File: config.mk
export PLATFORM = sky130hd
export DESIGN_NAME = websocket_frame_receiver_flat
export DESIGN_NICKNAME = d
export VERILOG_FILES = /design/src/sv/wsfr_pkg.sv /design/src/sv/wsfr_byte_if.sv /design/src/sv/wsfr_result_if.sv /design/src/sv/wsfr_parser.sv /design/src/sv/websocket_frame_receiver.sv /design/src/flat_wrapper.sv
export SDC_FILE = /design/constraint.sdc
export NUM_CORES = 1
export LEC_CHECK = 0
export BUFFER_PORTS_ARGS = -buffer_cell sky130_fd_sc_hd__buf_4
export CAP_MARGIN = 20
export CORE_MARGIN = 2
export CORE_UTILIZATION = 65
export DETAILED_ROUTE_END_ITERATION = 7
export PLACE_DENSITY = 0.84
export SLEW_MARGIN = 20
export SYNTH_ARGS = -nofsm -noshare
export SYNTH_HDL_FRONTEND = slang
export SYNTH_SLANG_ARGS = --single-unit
File: constraint.sdc
create_clock -name clk -period 6.7 [get_ports clk]
set_input_delay 0.335 -clock clk [delete_from_list [all_inputs] [get_ports clk]]
set_output_delay 0.335 -clock clk [all_outputs]
set_load 0.02 [all_outputs]
File: src/sv/wsfr_pkg.sv
`timescale 1ns / 1ps
// ---------------------------------------------------------------------------
// WebSocket frame receiver package
// Field widths, the length default and the result record.
// ---------------------------------------------------------------------------
package wsfr_pkg;

    localparam int BYTE_W              = 8;
    localparam int OPCODE_W            = 4;
    localparam int LENGTH_BITS_DEFAULT = 32;

    // 7-bit length codes that announce an extended length
    localparam logic [6:0] LEN_CODE_16 = 7'd126;
    localparam logic [6:0] LEN_CODE_64 = 7'd127;

    typedef struct packed {
        logic [BYTE_W-1:0]   data_byte;
        logic                has_data;
        logic                frame_end;
        logic [OPCODE_W-1:0] opcode;
        logic                fin;
        logic                oversize;
    } res_t;

endpackage

File: src/sv/wsfr_byte_if.sv
`timescale 1ns / 1ps
// ---------------------------------------------------------------------------
// Received byte channel
// Valid/ready channel carrying one stream byte per transfer.
// ---------------------------------------------------------------------------
interface wsfr_byte_if;
    import wsfr_pkg::*;

    logic              valid;
    logic              ready;
    logic [BYTE_W-1:0] rx_byte;

    modport source (output valid, output rx_byte, input ready);
    modport sink   (input valid, input rx_byte, output ready);
endinterface

File: src/sv/wsfr_result_if.sv
`timescale 1ns / 1ps
// ---------------------------------------------------------------------------
// Decoded result channel
// Valid/ready channel carrying one payload byte or end marker per transfer.
// ---------------------------------------------------------------------------
interface wsfr_result_if;
    import wsfr_pkg::*;

    logic                valid;
    logic                ready;
    logic [BYTE_W-1:0]   data_byte;
    logic                has_data;
    logic                frame_end;
    logic [OPCODE_W-1:0] opcode;
    logic                fin;
    logic                oversize;

    modport source (output valid, output data_byte, output has_data, output frame_end,
                    output opcode, output fin, output oversize, input ready);
    modport sink   (input valid, input data_byte, input has_data, input frame_end,
                    input opcode, input fin, input oversize, output ready);
endinterface

File: src/sv/wsfr_parser.sv
`timescale 1ns / 1ps
// ---------------------------------------------------------------------------
// WebSocket frame parser
// Header/length/key state machine and payload unmasking, one byte per step.
// ---------------------------------------------------------------------------
module wsfr_parser #(
    parameter int LENGTH_BITS = wsfr_pkg::LENGTH_BITS_DEFAULT
) (
    input  logic                        clk,
    input  logic                        rst_n,
    input  logic                        step,
    input  logic [wsfr_pkg::BYTE_W-1:0] rx_byte,
    output logic                        emit,
    output wsfr_pkg::res_t              result
);
    import wsfr_pkg::*;

    localparam logic [2:0] PH_HDR0    = 3'd0;
    localparam logic [2:0] PH_HDR1    = 3'd1;
    localparam logic [2:0] PH_EXTLEN  = 3'd2;
    localparam logic [2:0] PH_KEY     = 3'd3;
    localparam logic [2:0] PH_PAYLOAD = 3'd4;

    localparam logic [2:0] EXT16_BYTES = 3'd2;
    localparam logic [2:0] EXT64_BYTES = 3'd0;   // wraps: eight bytes
    localparam logic [2:0] KEY_BYTES   = 3'd4;

    logic [2:0]             phase_reg,     phase_next;
    logic                   fin_reg,       fin_next;
    logic [OPCODE_W-1:0]    opcode_reg,    opcode_next;
    logic                   masked_reg,    masked_next;
    logic [LENGTH_BITS-1:0] remaining_reg, remaining_next;
    logic [2:0]             left_reg,      left_next;
    logic [31:0]            key_reg,       key_next;
    logic [1:0]             key_index_reg, key_index_next;
    logic                   oversize_reg,  oversize_next;

    logic [6:0]             len_code;
    logic [LENGTH_BITS-1:0] shifted_len;
    logic [LENGTH_BITS-1:0] dec_len;
    logic [BYTE_W-1:0]      key_byte;
    logic [BYTE_W-1:0]      data_val;
    logic                   has_val;
    logic                   end_val;

    assign len_code    = rx_byte[6:0];
    assign shifted_len = {remaining_reg[LENGTH_BITS-9:0], rx_byte};
    assign dec_len     = remaining_reg - LENGTH_BITS'(1);
    assign key_byte    = key_reg[{~key_index_reg, 3'b000} +: 8];

    always_comb
    begin
        phase_next     = phase_reg;
        fin_next       = fin_reg;
        opcode_next    = opcode_reg;
        masked_next    = masked_reg;
        remaining_next = remaining_reg;
        left_next      = left_reg;
        key_next       = key_reg;
        key_index_next = key_index_reg;
        oversize_next  = oversize_reg;
        emit           = 1'b0;
        data_val       = '0;
        has_val        = 1'b0;
        end_val        = 1'b0;

        unique case (phase_reg)
            PH_HDR1:
            begin
                masked_next    = rx_byte[7];
                key_next       = '0;
                remaining_next = '0;
                if (len_code == LEN_CODE_16)
                begin
                    left_next  = EXT16_BYTES;
                    phase_next = PH_EXTLEN;
                end
                else if (len_code == LEN_CODE_64)
                begin
                    left_next  = EXT64_BYTES;
                    phase_next = PH_EXTLEN;
                end
                else
                begin
                    remaining_next = LENGTH_BITS'(len_code);
                    if (rx_byte[7])
                    begin
                        left_next  = KEY_BYTES;
                        phase_next = PH_KEY;
                    end
                    else if (len_code == 7'd0)
                    begin
                        emit       = 1'b1;
                        end_val    = 1'b1;
                        phase_next = PH_HDR0;
                    end
                    else
                    begin
                        key_index_next = '0;
                        phase_next     = PH_PAYLOAD;
                    end
                end
            end

            PH_EXTLEN:
            begin
                if (remaining_reg[LENGTH_BITS-1 -: 8] != '0)
                    oversize_next = 1'b1;
                remaining_next = shifted_len;
                left_next      = left_reg - 3'd1;
                if (left_next == 3'd0)
                begin
                    if (masked_reg)
                    begin
                        left_next  = KEY_BYTES;
                        phase_next = PH_KEY;
                    end
                    else if (shifted_len == '0)
                    begin
                        emit       = 1'b1;
                        end_val    = 1'b1;
                        phase_next = PH_HDR0;
                    end
                    else
                    begin
                        key_index_next = '0;
                        phase_next     = PH_PAYLOAD;
                    end
                end
            end

            PH_KEY:
            begin
                key_next  = {key_reg[23:0], rx_byte};
                left_next = left_reg - 3'd1;
                if (left_next == 3'd0)
                begin
                    if (remaining_reg == '0)
                    begin
                        emit       = 1'b1;
                        end_val    = 1'b1;
                        phase_next = PH_HDR0;
                    end
                    else
                    begin
                        key_index_next = '0;
                        phase_next     = PH_PAYLOAD;
                    end
                end
            end

            PH_PAYLOAD:
            begin
                key_index_next = key_index_reg + 2'd1;
                remaining_next = dec_len;
                emit           = 1'b1;
                has_val        = 1'b1;
                data_val       = rx_byte ^ key_byte;
                end_val        = (dec_len == '0);
                if (dec_len == '0)
                    phase_next = PH_HDR0;
            end

            default:
            begin
                // first header byte; unused codes land here too
                fin_next      = rx_byte[7];
                opcode_next   = rx_byte[OPCODE_W-1:0];
                oversize_next = 1'b0;
                phase_next    = PH_HDR1;
            end
        endcase
    end

    always_comb
    begin
        result.data_byte = data_val;
        result.has_data  = has_val;
        result.frame_end = end_val;
        result.opcode    = opcode_next;
        result.fin       = fin_next;
        result.oversize  = oversize_next;
    end

    always_ff @(posedge clk or negedge rst_n)
    begin
        if (!rst_n)
        begin
            phase_reg     <= PH_HDR0;
            fin_reg       <= 1'b0;
            opcode_reg    <= '0;
            masked_reg    <= 1'b0;
            remaining_reg <= '0;
            left_reg      <= '0;
            key_reg       <= '0;
            key_index_reg <= '0;
            oversize_reg  <= 1'b0;
        end
        else if (step)
        begin
            phase_reg     <= phase_next;
            fin_reg       <= fin_next;
            opcode_reg    <= opcode_next;
            masked_reg    <= masked_next;
            remaining_reg <= remaining_next;
            left_reg      <= left_next;
            key_reg       <= key_next;
            key_index_reg <= key_index_next;
            oversize_reg  <= oversize_next;
        end
    end
endmodule

File: src/sv/websocket_frame_receiver.sv
`timescale 1ns / 1ps
// ---------------------------------------------------------------------------
// WebSocket frame receiver
// RFC 6455 receive-side framing: header decode, length, unmasking.
// ---------------------------------------------------------------------------
// Usage:
//   rx     - one received stream byte per transfer (rx_byte).
//   frames - one result per payload byte (has_data = 1, data_byte unmasked),
//            or a single end marker with no data for a zero-length frame.
//            frame_end flags the last result of a frame; opcode, fin and
//            oversize describe the frame the result belongs to.
//   Header, extended length and key bytes produce no result, except the
//   byte that completes the header of an empty frame.
// Timing: a result appears on frames in the cycle after its byte transfers.
// Throughput: one byte per cycle while frames is not stalled. The parser
//   state is updated in the cycle the byte transfers, and the result lands
//   in one output register, so the next byte can follow at once.
// Stall: while a result waits in the output register and frames.ready is
//   low, rx.ready is low; nothing is dropped.
// Reset: rst_n clears the parser to wait for the first header byte and
//   empties the output register.
// LENGTH_BITS sets the payload length counter; a 64-bit length with bits
//   above it flags oversize and keeps its low bits.
// ---------------------------------------------------------------------------
module websocket_frame_receiver #(
    parameter int LENGTH_BITS = wsfr_pkg::LENGTH_BITS_DEFAULT
) (
    input  logic          clk,
    input  logic          rst_n,
    wsfr_byte_if.sink     rx,
    wsfr_result_if.source frames
);
    import wsfr_pkg::*;

    logic rx_xfer;       // byte transfer this cycle
    logic emit;          // parser has a result for this byte
    res_t result;        // parser result, combinational
    logic out_valid_reg;
    res_t out_data_reg;  // payload: no reset needed

    // Output slot is free when empty or being drained this cycle.
    assign rx.ready = !out_valid_reg || frames.ready;
    assign rx_xfer  = rx.valid && rx.ready;

    wsfr_parser #(
        .LENGTH_BITS (LENGTH_BITS)
    ) u_parser (
        .clk     (clk),
        .rst_n   (rst_n),
        .step    (rx_xfer),
        .rx_byte (rx.rx_byte),
        .emit    (emit),
        .result  (result)
    );

    // Output register: load on an emitting byte, clear when drained.
    always_ff @(posedge clk or negedge rst_n)
    begin
        if (!rst_n)
            out_valid_reg <= 1'b0;
        else if (rx_xfer)
            out_valid_reg <= emit;
        else if (frames.ready)
            out_valid_reg <= 1'b0;
    end

    always_ff @(posedge clk)
    begin
        if (rx_xfer && emit)
            out_data_reg <= result;
    end

    assign frames.valid     = out_valid_reg;
    assign frames.data_byte = out_data_reg.data_byte;
    assign frames.has_data  = out_data_reg.has_data;
    assign frames.frame_end = out_data_reg.frame_end;
    assign frames.opcode    = out_data_reg.opcode;
    assign frames.fin       = out_data_reg.fin;
    assign frames.oversize  = out_data_reg.oversize;
endmodule

File: src/flat_wrapper.sv
// flat-port wrapper written by rule: the top's interface ports become plain ports
module websocket_frame_receiver_flat import wsfr_pkg::*;
#(
    parameter int LENGTH_BITS = wsfr_pkg::LENGTH_BITS_DEFAULT
)
  (clk, rst_n, rx_valid, rx_rx_byte, rx_ready, frames_valid, frames_data_byte, frames_has_data, frames_frame_end, frames_opcode, frames_fin, frames_oversize, frames_ready);
  wsfr_byte_if rx_i ();
  wsfr_result_if frames_i ();
  input  logic clk;
  input  logic rst_n;
  input wire logic [$bits(rx_i.valid)-1:0] rx_valid;
  input wire logic [$bits(rx_i.rx_byte)-1:0] rx_rx_byte;
  output wire logic [$bits(rx_i.ready)-1:0] rx_ready;
  output wire logic [$bits(frames_i.valid)-1:0] frames_valid;
  output wire logic [$bits(frames_i.data_byte)-1:0] frames_data_byte;
  output wire logic [$bits(frames_i.has_data)-1:0] frames_has_data;
  output wire logic [$bits(frames_i.frame_end)-1:0] frames_frame_end;
  output wire logic [$bits(frames_i.opcode)-1:0] frames_opcode;
  output wire logic [$bits(frames_i.fin)-1:0] frames_fin;
  output wire logic [$bits(frames_i.oversize)-1:0] frames_oversize;
  input wire logic [$bits(frames_i.ready)-1:0] frames_ready;
  assign rx_i.valid = rx_valid;
  assign rx_i.rx_byte = rx_rx_byte;
  assign rx_ready = rx_i.ready;
  assign frames_valid = frames_i.valid;
  assign frames_data_byte = frames_i.data_byte;
  assign frames_has_data = frames_i.has_data;
  assign frames_frame_end = frames_i.frame_end;
  assign frames_opcode = frames_i.opcode;
  assign frames_fin = frames_i.fin;
  assign frames_oversize = frames_i.oversize;
  assign frames_i.ready = frames_ready;
  websocket_frame_receiver #(.LENGTH_BITS(LENGTH_BITS)) u_core (.clk(clk), .rst_n(rst_n), .rx(rx_i), .frames(frames_i));
endmodule
==> Word-level counts from Yosys, hierarchy flattened <==
Index checks and enable logic that the tools add are counted.
{ "word_totals": {"reg_bits": 96, "latchBits": 0, "ramBits": 0, "romBits": 0, "wordCells": 111, "mem_count": 0} }
{ "classes": {"n_addsub": 3, "n_mul": 0, "n_div": 0, "n_lt_le_gt_ge": 0, "eq_ne": 17, "shift": 1, "mux": 49, "bitwise": 2, "n_reduce_logical": 23} }
{ "op_table": {"columns": ["operator", "n"], "rows": [
  ["zero test 32 bit", 3],
  ["case mux 32 bit (3 select lines)", 1],
  ["case mux 32 bit (2 select lines)", 1],
  ["2-to-1 mux 3 bit", 15],
  ["variable part select 32 x 6 -> 8 bit", 1],
  ["subtractor 32 x 1 -> 32 bit (second input constant)", 1],
  ["inequality test 2 bit (second input constant)", 10],
  ["2-to-1 mux 2 bit", 9],
  ["equality test 7 bit (second input constant)", 2],
  ["2-to-1 mux 1 bit", 14],
  ["2-to-1 mux 7 bit", 2],
  ["case mux 3 bit (4 select lines)", 1],
  ["AND reduction 11 bit", 1],
  ["case mux 3 bit (3 select lines)", 1],
  ["case mux 1 bit (4 select lines)", 2],
  ["case mux 2 bit (4 select lines)", 1],
  ["nonzero test 8 bit", 1],
  ["bitwise XOR 8 bit", 1],
  ["zero test 7 bit", 1],
  ["equality test 3 x 2 -> 1 bit (second input constant)", 2],
  ["AND reduction 2 bit", 3],
  ["nonzero test 3 bit", 2],
  ["2-to-1 mux 4 bit", 1],
  ["inequality test 4 bit (second input constant)", 1],
  ["other kinds (16)", 18]
]} }

==> Logic depth before layout (Yosys ltp) <==
Gate-level depths: netlist of the first run.
{ "depth": {"depth_word": 7, "mapped_depth": 8, "ltp_nobuf": 8} }

==> Cells and area by module <==
A second synthesis of the first run with hierarchy kept.
{ "unflattened": {"cells_unflattened": 566, "area_unflattened_um2": 5480.3} }
{ "by_module_without_submodules": {"columns": ["module", "instances", "cells_each", "area_per_inst_um2", "seq_area_each_um2"], "rows": [
  ["wsfr_parser", 1, 544, 4931.0, 1976.9],
  ["websocket_frame_receiver", 1, 22, 549.3, 505.5]
]} }

==> Worst setup path before layout of the first run <==
Ideal clock, no wire load.
{ "synth_path": {"path_type": "reg-to-reg", "start": "register u_core.u_parser.remaining_reg[13]", "end": "register u_core.out_data_reg, in the netlist u_core.frames.data_byte[0] (enable)", "setup_ns": 0.388, "arrival_ns": 2.546, "path_slack_ns": 3.766, "stages_incl_launch_ff": 8, "cell_sequence": "dfrtp_1 -> clkbuf_1 -> nor4_2 -> nand4b_1 -> nor4_1 -> a31oi_1 -> and2_1 -> nor2_1"} }
{ "synth_via": {"elab_chain_len": 6} }
{ "synth_lines": {"columns": ["item", "line_no", "source"], "rows": [
  ["start, declared", "wsfr_parser.sv:32", "logic [LENGTH_BITS-1:0] remaining_reg, remaining_next;"],
  ["start signal, assigned", "wsfr_parser.sv:205", "remaining_reg <= remaining_next;"],
  ["zero test 32 bit", "wsfr_parser.sv:118", "else if (shifted_len == '0)"],
  ["2-to-1 mux 1 bit", "wsfr_parser.sv:118", null],
  ["2-to-1 mux 1 bit", "wsfr_parser.sv:113", "if (masked_reg)"],
  ["2-to-1 mux 1 bit", "wsfr_parser.sv:111", "if (left_next == 3'd0)"],
  ["case mux 1 bit (4 select lines) (*)", "wsfr_parser.sv:67", "unique case (phase_reg)"],
  ["logical AND 1 bit (*)", "websocket_frame_receiver.sv:69", "if (rx_xfer && emit)"],
  ["end signal, assigned", "websocket_frame_receiver.sv:70", "out_data_reg <= result;"],
  ["end, declared", "websocket_frame_receiver.sv:39", "res_t out_data_reg;"]
]} }
Every way passes the cells marked *; elsewhere a longest branch is shown, timed or not.
A chain may end at the register's enable or synchronous reset.

==> metrics.txt, run 1 <==
TritonCTS Sinks=96; # fillers=606; CTS Buf Count=9; Die W=95.7 um; Pwr Density=392 nW/um^2; post_cts resized=0; flop-to-flop setup slack=3.22 ns; final wirelength=13.3 mm; global-route wire length before repair=22.6 mm; Worst Path Arrival=3.70 ns; Max VDD drop=0.202 mV; Initial Util=0.669; Design Area, Final=5910 sq um; CP Launch Type=flop; EDFF count, synth=16; status=finished, violations left; final worst path period need=3.48 ns; Yosys Warn Count=0; count leader, synth=nand2_1; Setup violations, final=0; total track usage=0.320; share of layout cells above drive strength 1=0.139; mapped cell area=5470 sq um; dpl hpwl=8.79 mm; net total in the final layout=624; setup bufs post-CTS=0; worst min path class=in -> async; area grow syn2layout=8.03%; Hold-fix buffers, CTS=0; Antenna Violating Nets Remaining=0; CTS root buf=clkbuf_8; Mapped Avg Cell Area=9.10 sq um; r2r endpoint=u_core.frames.frame_end; vias in the first global route=4502; initial antenna violation count=0; Mapped Cells=601; Die H=95.7 um; Lkg Pwr=0.00237 uW; Finished Core Util=0.723; worst r2r src=u_core.u_parser.remaining_reg[0]; row cnt=33; unrepaired setup endpoints after global routing=false; H-Tree Depth=3; Synth area leader=dfrtp_1; post-synth net total=618; Final Max Tran Viols=0; Max-Cap Viols=0; Placer Congestion=0.948; post-synthesis sequential area ratio=0.454; clock tree buffer depth=2; Rel. slew slack=0.447; TritonCTS clock tree=done; library cells used by synthesis=65; Port Buffers=29; via count=4745; top_reg_cell synth=dfrtp_1; sum of negative setup slack=0 ns; final setup skew=0.0104 ns; Top-Level Pins=30; core box area=8180 sq um; Initial DRT Pass Iterations=5; grt total ovfl=0; period utilization=0.520; Crit. End Element=flop; largest net degree at the start of global routing=81; Crit Path Max Fanout=9; Cell Area, Placed=5710 sq um; Setup Crit Path Kind=reg -> reg; clk_lat worst skew=0.39 ns; Via density=6.62; Power Total=2310 uW; Antenna Cells=0; clock transition at the registers of the reported paths=0.10 ns; first-iteration detailed-routing DRC count=524; violated checks=hold timing; f_max=0.287 GHz; drt drc=0; crit path to=u_core.frames.frame_end; Hold Slack=-0.0225 ns; Post-synth ARST share=0.833; CP Launch Point=u_core.u_parser.remaining_reg[0]; most instantiated cells after synthesis=nand2_1, dfrtp_1, o21ai_0; Crit path required time=6.92 ns; Fin. Hold Viols=10; wire per inst=18.5 um; #FFs+latches synth=96; share of the synthesized area in the top cell type=0.366; Slew @ Worst Pin=0.822 ns; Reg2Reg Depth=8; die area=9170 sq um; ranking of synthesized cells by area=dfrtp_1, edfxtp_1, o21ai_0
cell families (layout without fill, tap and decap cells):
family,after synthesis,in the layout,share of synthesized area
buffers and inverters,55,66,0.0393
AO/OA/AOI/OAI,180,180,0.204
adder cells (fa/ha/maj),5,5,0.0114
multiplexers,17,17,0.0510
AND/OR/NAND/NOR,232,232,0.215
XOR/XNOR,16,16,0.0256
flip-flops,96,96,0.454
metal layers:
layer	routed length (um)	track usage	up-vias
met3	1040	0.0689	30
li1	-	-	2202
met1	5870	0.474	2277
met2	6140	0.469	236
met4	236	0.112	0
met5	0	0	-
worst min-delay path by stage:
stage          slack, ns                     startpoint                       endpoint  cells after the start
6_report           -0.02                          rst_n  u_core.u_parser.opcode_reg[0]                      1
3_3_place_gp        0.45        u_core.u_parser.fin_reg        u_core.u_parser.fin_reg                      2
5_1_grt             0.04                          rst_n  u_core.u_parser.opcode_reg[0]                      1
4_1_cts             0.16                          rst_n  u_core.u_parser.opcode_reg[0]                      1
3_5_place_dp        0.46  u_core.u_parser.opcode_reg[1]  u_core.u_parser.opcode_reg[1]                      2
2_1_floorplan       0.04                          rst_n            u_core.frames.valid                      0
worst max-delay path, stage by stage (launching register included):
cell and delay, ns:
dfrtp_1 0.48, inv_1 0.16, ha_1 0.33, nor3b_1 0.67, nand2_1 0.39, nor4_2 0.42
xnor2_1 0.18, or4b_1 0.46, o31ai_1 0.22
cell usage in the layout (no fill, tap or decap), types with 9 or more instances in the layout:
cell type and n:
xnor2_1 15, a22o_1 11, a22oi_1 13, clkbuf_8 9, edfxtp_1 16, nor2_1 52, nand2_1 90, a21oi_1 29
nor3_1 13, inv_1 14, o21ai_0 78, buf_4 34, nor4_1 11, dfrtp_1 79, nand3_1 9
layout make-up:
class	instances	area, sq um	share of cell area
clock inverter	7	75.1	0.0127
timing repair buffer	35	267	0.0451
inverter	15	56.3	0.00953
clock buffer	9	124	0.0210
multi-input combinational	450	2770	0.469
tap	105	131	0.0222
sequential	96	2480	0.420
stage by stage:
stage          std cells  setup WS (ns)
6_report             717           3.22
5_1_grt              717           2.92
4_1_cts              717           3.04
3_5_place_dp         701           3.08
3_3_place_gp         701           3.16
2_1_floorplan        601           3.77
power breakdown:
group / switching [uW] / internal, uW
Sequential: 216 / 745
Clock: 236 / 146
Combinational: 600 / 371
Power figures use the tool's default switching activity.
==> inputs of run 2 (changes only) <==
--- a/config.mk
+++ b/config.mk
@@ -5,12 +5,13 @@
 export SDC_FILE = /design/constraint.sdc
 export NUM_CORES = 1
 export LEC_CHECK = 0
+export ABC_AREA = 1
 export BUFFER_PORTS_ARGS = -buffer_cell sky130_fd_sc_hd__buf_4
 export CAP_MARGIN = 20
 export CORE_MARGIN = 2
-export CORE_UTILIZATION = 65
+export CORE_UTILIZATION = 62
 export DETAILED_ROUTE_END_ITERATION = 7
-export PLACE_DENSITY = 0.84
+export PLACE_DENSITY = 0.81
 export SLEW_MARGIN = 20
 export SYNTH_ARGS = -nofsm -noshare
 export SYNTH_HDL_FRONTEND = slang
==> constraint.sdc (replaced) <==
create_clock -name clk -period 3.5 [get_ports clk]
set_input_delay 0.175 -clock clk [delete_from_list [all_inputs] [get_ports clk]]
set_output_delay 0.175 -clock clk [all_outputs]
set_load 0.02 [all_outputs]
==> run 2 against run 1 <==
Effect of this change: the run now ends clean; power increased by 110%; routed wire length is 18% higher; area after synthesis is 4.5% higher; clock skew rose by 0.0059 ns; core utilization is 4.0 points lower; combinational power is 140% higher; register-to-register slack got worse by 2.6 ns; design area is 5.3% higher; global-route usage rose by 1.1 points; non-clock buffer count up 1; sequential power increased by 92%; hold slack improved by 0.10 ns; largest cell class unchanged; highest routed layer unchanged.
==> metrics.txt, run 2 <==
area of the multi-input gates=2770 sq um (-0.23%); Worst Path Arrival=2.87 ns (-0.83 ns); TritonCTS Sinks=96 (unchanged); Crit path top cell by count=nand2_1; Rel. slew slack=0.423 (-0.0241); CTS root buf=clkbuf_8; grt total ovfl=0 (unchanged); top_reg_cell synth=dfrtp_1; main combinational cell family by area after synthesis=simple AND/OR/NAND/NOR gates; Die W=100 um (+4.5%); count leader, synth=nand2_1; hold endpoint=u_core.frames.valid; Port Buffers=29 (unchanged); CP Launch Type=flop; # fillers=791 (+31%); Top-Level Pins=30 (unchanged); die area=10000 sq um (+9.2%); Lkg Pwr=0.00282 uW (+19%); Slew @ Worst Pin=0.862 ns (+0.0399 ns); Post-synth ARST share=0.833 (unchanged); Reg2Reg Depth=11 (+3); worst r2r src=u_core.u_parser.remaining_reg[8]; clk_lat worst skew=0.37 ns (-0.02 ns); crit-path cells=nor2_2 -> nand2_1 -> nor2_1 -> nand2_1 -> nor2_1 -> nand3_1 -> o21ai_1 -> a22oi_1 -> nand2_1 -> nand2_1 -> inv_1; Initial DRT Pass Iterations=7 (+2); period utilization=0.822 (+0.302); clock transition at the registers of the reported paths=0.11 ns (about the same); area grow syn2layout=8.86%; Top Family by Delay on Critical Path=simple AND/OR/NAND/NOR gates; final setup skew=0.0163 ns (+0.00593 ns); initial antenna violation count=0 (unchanged); worst path bufs/invs=1 (unchanged); vias in the first global route=5307 (+18%); Setup violations, final=0 (unchanged); Final Max Tran Viols=0 (unchanged); Setup Crit Path Kind=reg -> reg; synthesized-area fraction occupied by adder cells=0.0109 (-0.000493); Pwr Density=794 nW/um^2 (+100%); Antenna Cells=0 (unchanged); TritonCTS clock tree=done; status=finished, final reports clean; library cells used by synthesis=35 (-46%); core box area=9110 sq um (+11%); Via density=5.95 (-10%); Mapped Cells=794 (+32%); Crit Path Max Fanout=16 (+7); slowest stage cell, crit path=inv_1; share of the synthesized area in the top cell type=0.350 (-0.0158); max incr delay on CP=0.53 ns (-0.14 ns); simple-gate share of the synthesized area=0.289 (+0.0743); Max-Cap Viols=0 (unchanged); final wirelength=15.7 mm (+18%); Antenna Violating Nets Remaining=0 (unchanged); most frequent cells in the layout=nand2_1, nor2_1, inv_1, dfrtp_1, o21ai_0; Placer Congestion=0.938 (-1.1%); most instantiated cells after synthesis=nand2_1, nor2_1, inv_1; EDFF count, synth=16 (unchanged); worst min path class=in -> reg; post-synthesis mux area share=0 (-0.0510); sum of negative setup slack=0 ns (unchanged); #FFs+latches synth=96 (unchanged); clock tree buffer depth=2 (unchanged); ranking of synthesized cells by area=dfrtp_1, nand2_1, edfxtp_1; total track usage=0.331 (+0.0114); wire per inst=16.9 um (-8.9%); largest net degree at the start of global routing=81 (unchanged); Hold Slack=0.0818 ns (+0.104 ns); Synth Area in Compound Gates=0.176 (-0.0276); Die H=100 um (+4.5%); setup bufs post-CTS=0 (unchanged); post-synthesis sequential area ratio=0.434 (-0.0196); FF+latch area=2480 sq um (about the same); Fin. Hold Viols=0 (-10); f_max=0.348 GHz (+21%); hold path start=frames_ready; Max VDD drop=0.397 mV (+97%); Yosys Warn Count=0 (unchanged); drt drc=0 (unchanged); post-synth net total=811 (+31%); Initial Util=0.628 (-0.0415); worst hold path depth=4; final worst path period need=2.88 ns (-0.608 ns); Mapped Avg Cell Area=7.20 sq um (-21%); Synth area leader=dfrtp_1; commonest non-fill, non-tap cell in the layout=nand2_1; dpl hpwl=11.5 mm (+31%); row cnt=35 (+6.1%); net total in the final layout=830 (+33%); Hold-fix buffers, CTS=0 (unchanged); first-iteration detailed-routing DRC count=435 (-17%); r2r endpoint=u_core.frames.data_byte[6]; Crit path required time=3.50 ns (-3.42 ns); share of layout cells above drive strength 1=0.0856 (-0.0533); post_cts resized=0 (unchanged); mapped cell area=5720 sq um (+4.5%); via count=5524 (+16%); CTS Buf Count=9 (unchanged); global-route wire length before repair=25.9 mm (+14%); unrepaired setup endpoints after global routing=false; flop-to-flop setup slack=0.62 ns (-2.59 ns); Crit. End Element=flop; H-Tree Depth=3 (unchanged); xor/xnor share of the synthesized area=0.00613 (-0.0195)
## run 2: changes by cell type after synthesis, sizes merged, moves of 11 or more
cell | before | now
xnor2 | 15 | 1
inv | 14 | 93
a22o | 11 | 0
nor4 | 16 | 3
nor2 | 52 | 118
a22oi | 13 | 32
a21oi | 29 | 42
nand2 | 90 | 206
nand3 | 10 | 49
clkbuf | 36 | 20
## run 2: metrics by stage
step | setup WS, ns | util | instances | total power (uW) | instance area (sq um)
floorplan | 1.26 | - | 794 | 3480 | 5720
global placement | 0.787 | 0.659 | 912 | 4070 | 6000
detailed placement | 0.746 | 0.659 | 912 | 4130 | 6000
CTS | 0.688 | 0.682 | 928 | 4920 | 6210
global route | 0.411 | 0.683 | 929 | 5330 | 6220
finish | 0.623 | 0.683 | 929 | 4940 | 6220
## run 2: worst max path at each step
stage / from / to / slack, ns / depth (start not counted)
3_5_place_dp: u_core.u_parser.remaining_reg[8] / u_core.frames.opcode[3] / 0.75 / 11
5_1_grt: u_core.u_parser.remaining_reg[8] / u_core.frames.data_byte[6] / 0.41 / 11
3_3_place_gp: u_core.u_parser.remaining_reg[8] / u_core.frames.opcode[3] / 0.79 / 11
6_report: u_core.u_parser.remaining_reg[8] / u_core.frames.data_byte[6] / 0.62 / 11
4_1_cts: u_core.u_parser.remaining_reg[8] / u_core.frames.data_byte[6] / 0.69 / 11
2_1_floorplan: u_core.u_parser.remaining_reg[8] / u_core.frames.data_byte[0] / 1.26 / 11
## run 2: kinds of logic after synthesis
logic type / count (synthesis)
compound gates: 176
xor+xnor: 4
fa+ha+maj: 5
buf+inv: 121
flops: 96
simple gates: 392
## run 2: layout make-up
cell class	instances	share of cell area
Multi-Input combinational cell	577	0.445
Inverter	93	0.0561
Clock inverter	7	0.0139
Sequential cell	96	0.399
Timing Repair Buffer	36	0.0444
Tap cell	111	0.0223
Clock buffer	9	0.0199
## run 2: layer usage
layer	up-vias	routed length (um)	track usage
met4	0	526	0.139
met2	243	7750	0.560
li1	2661	-	-
met3	43	1030	0.0411
met5	-	0	0
met1	2577	6380	0.435
## run 2: tightest hold or removal path: stages
cell and delay, ns:
buf_4 0.07, inv_1 0.03, nand2_1 0.08, nand2_1 0.06
## run 2: where the power goes
group | internal (uW) | total (uW) | switching, uW
clock | 345 | 775 | 431
combinational | 712 | 2320 | 1610
sequential | 1510 | 1850 | 344
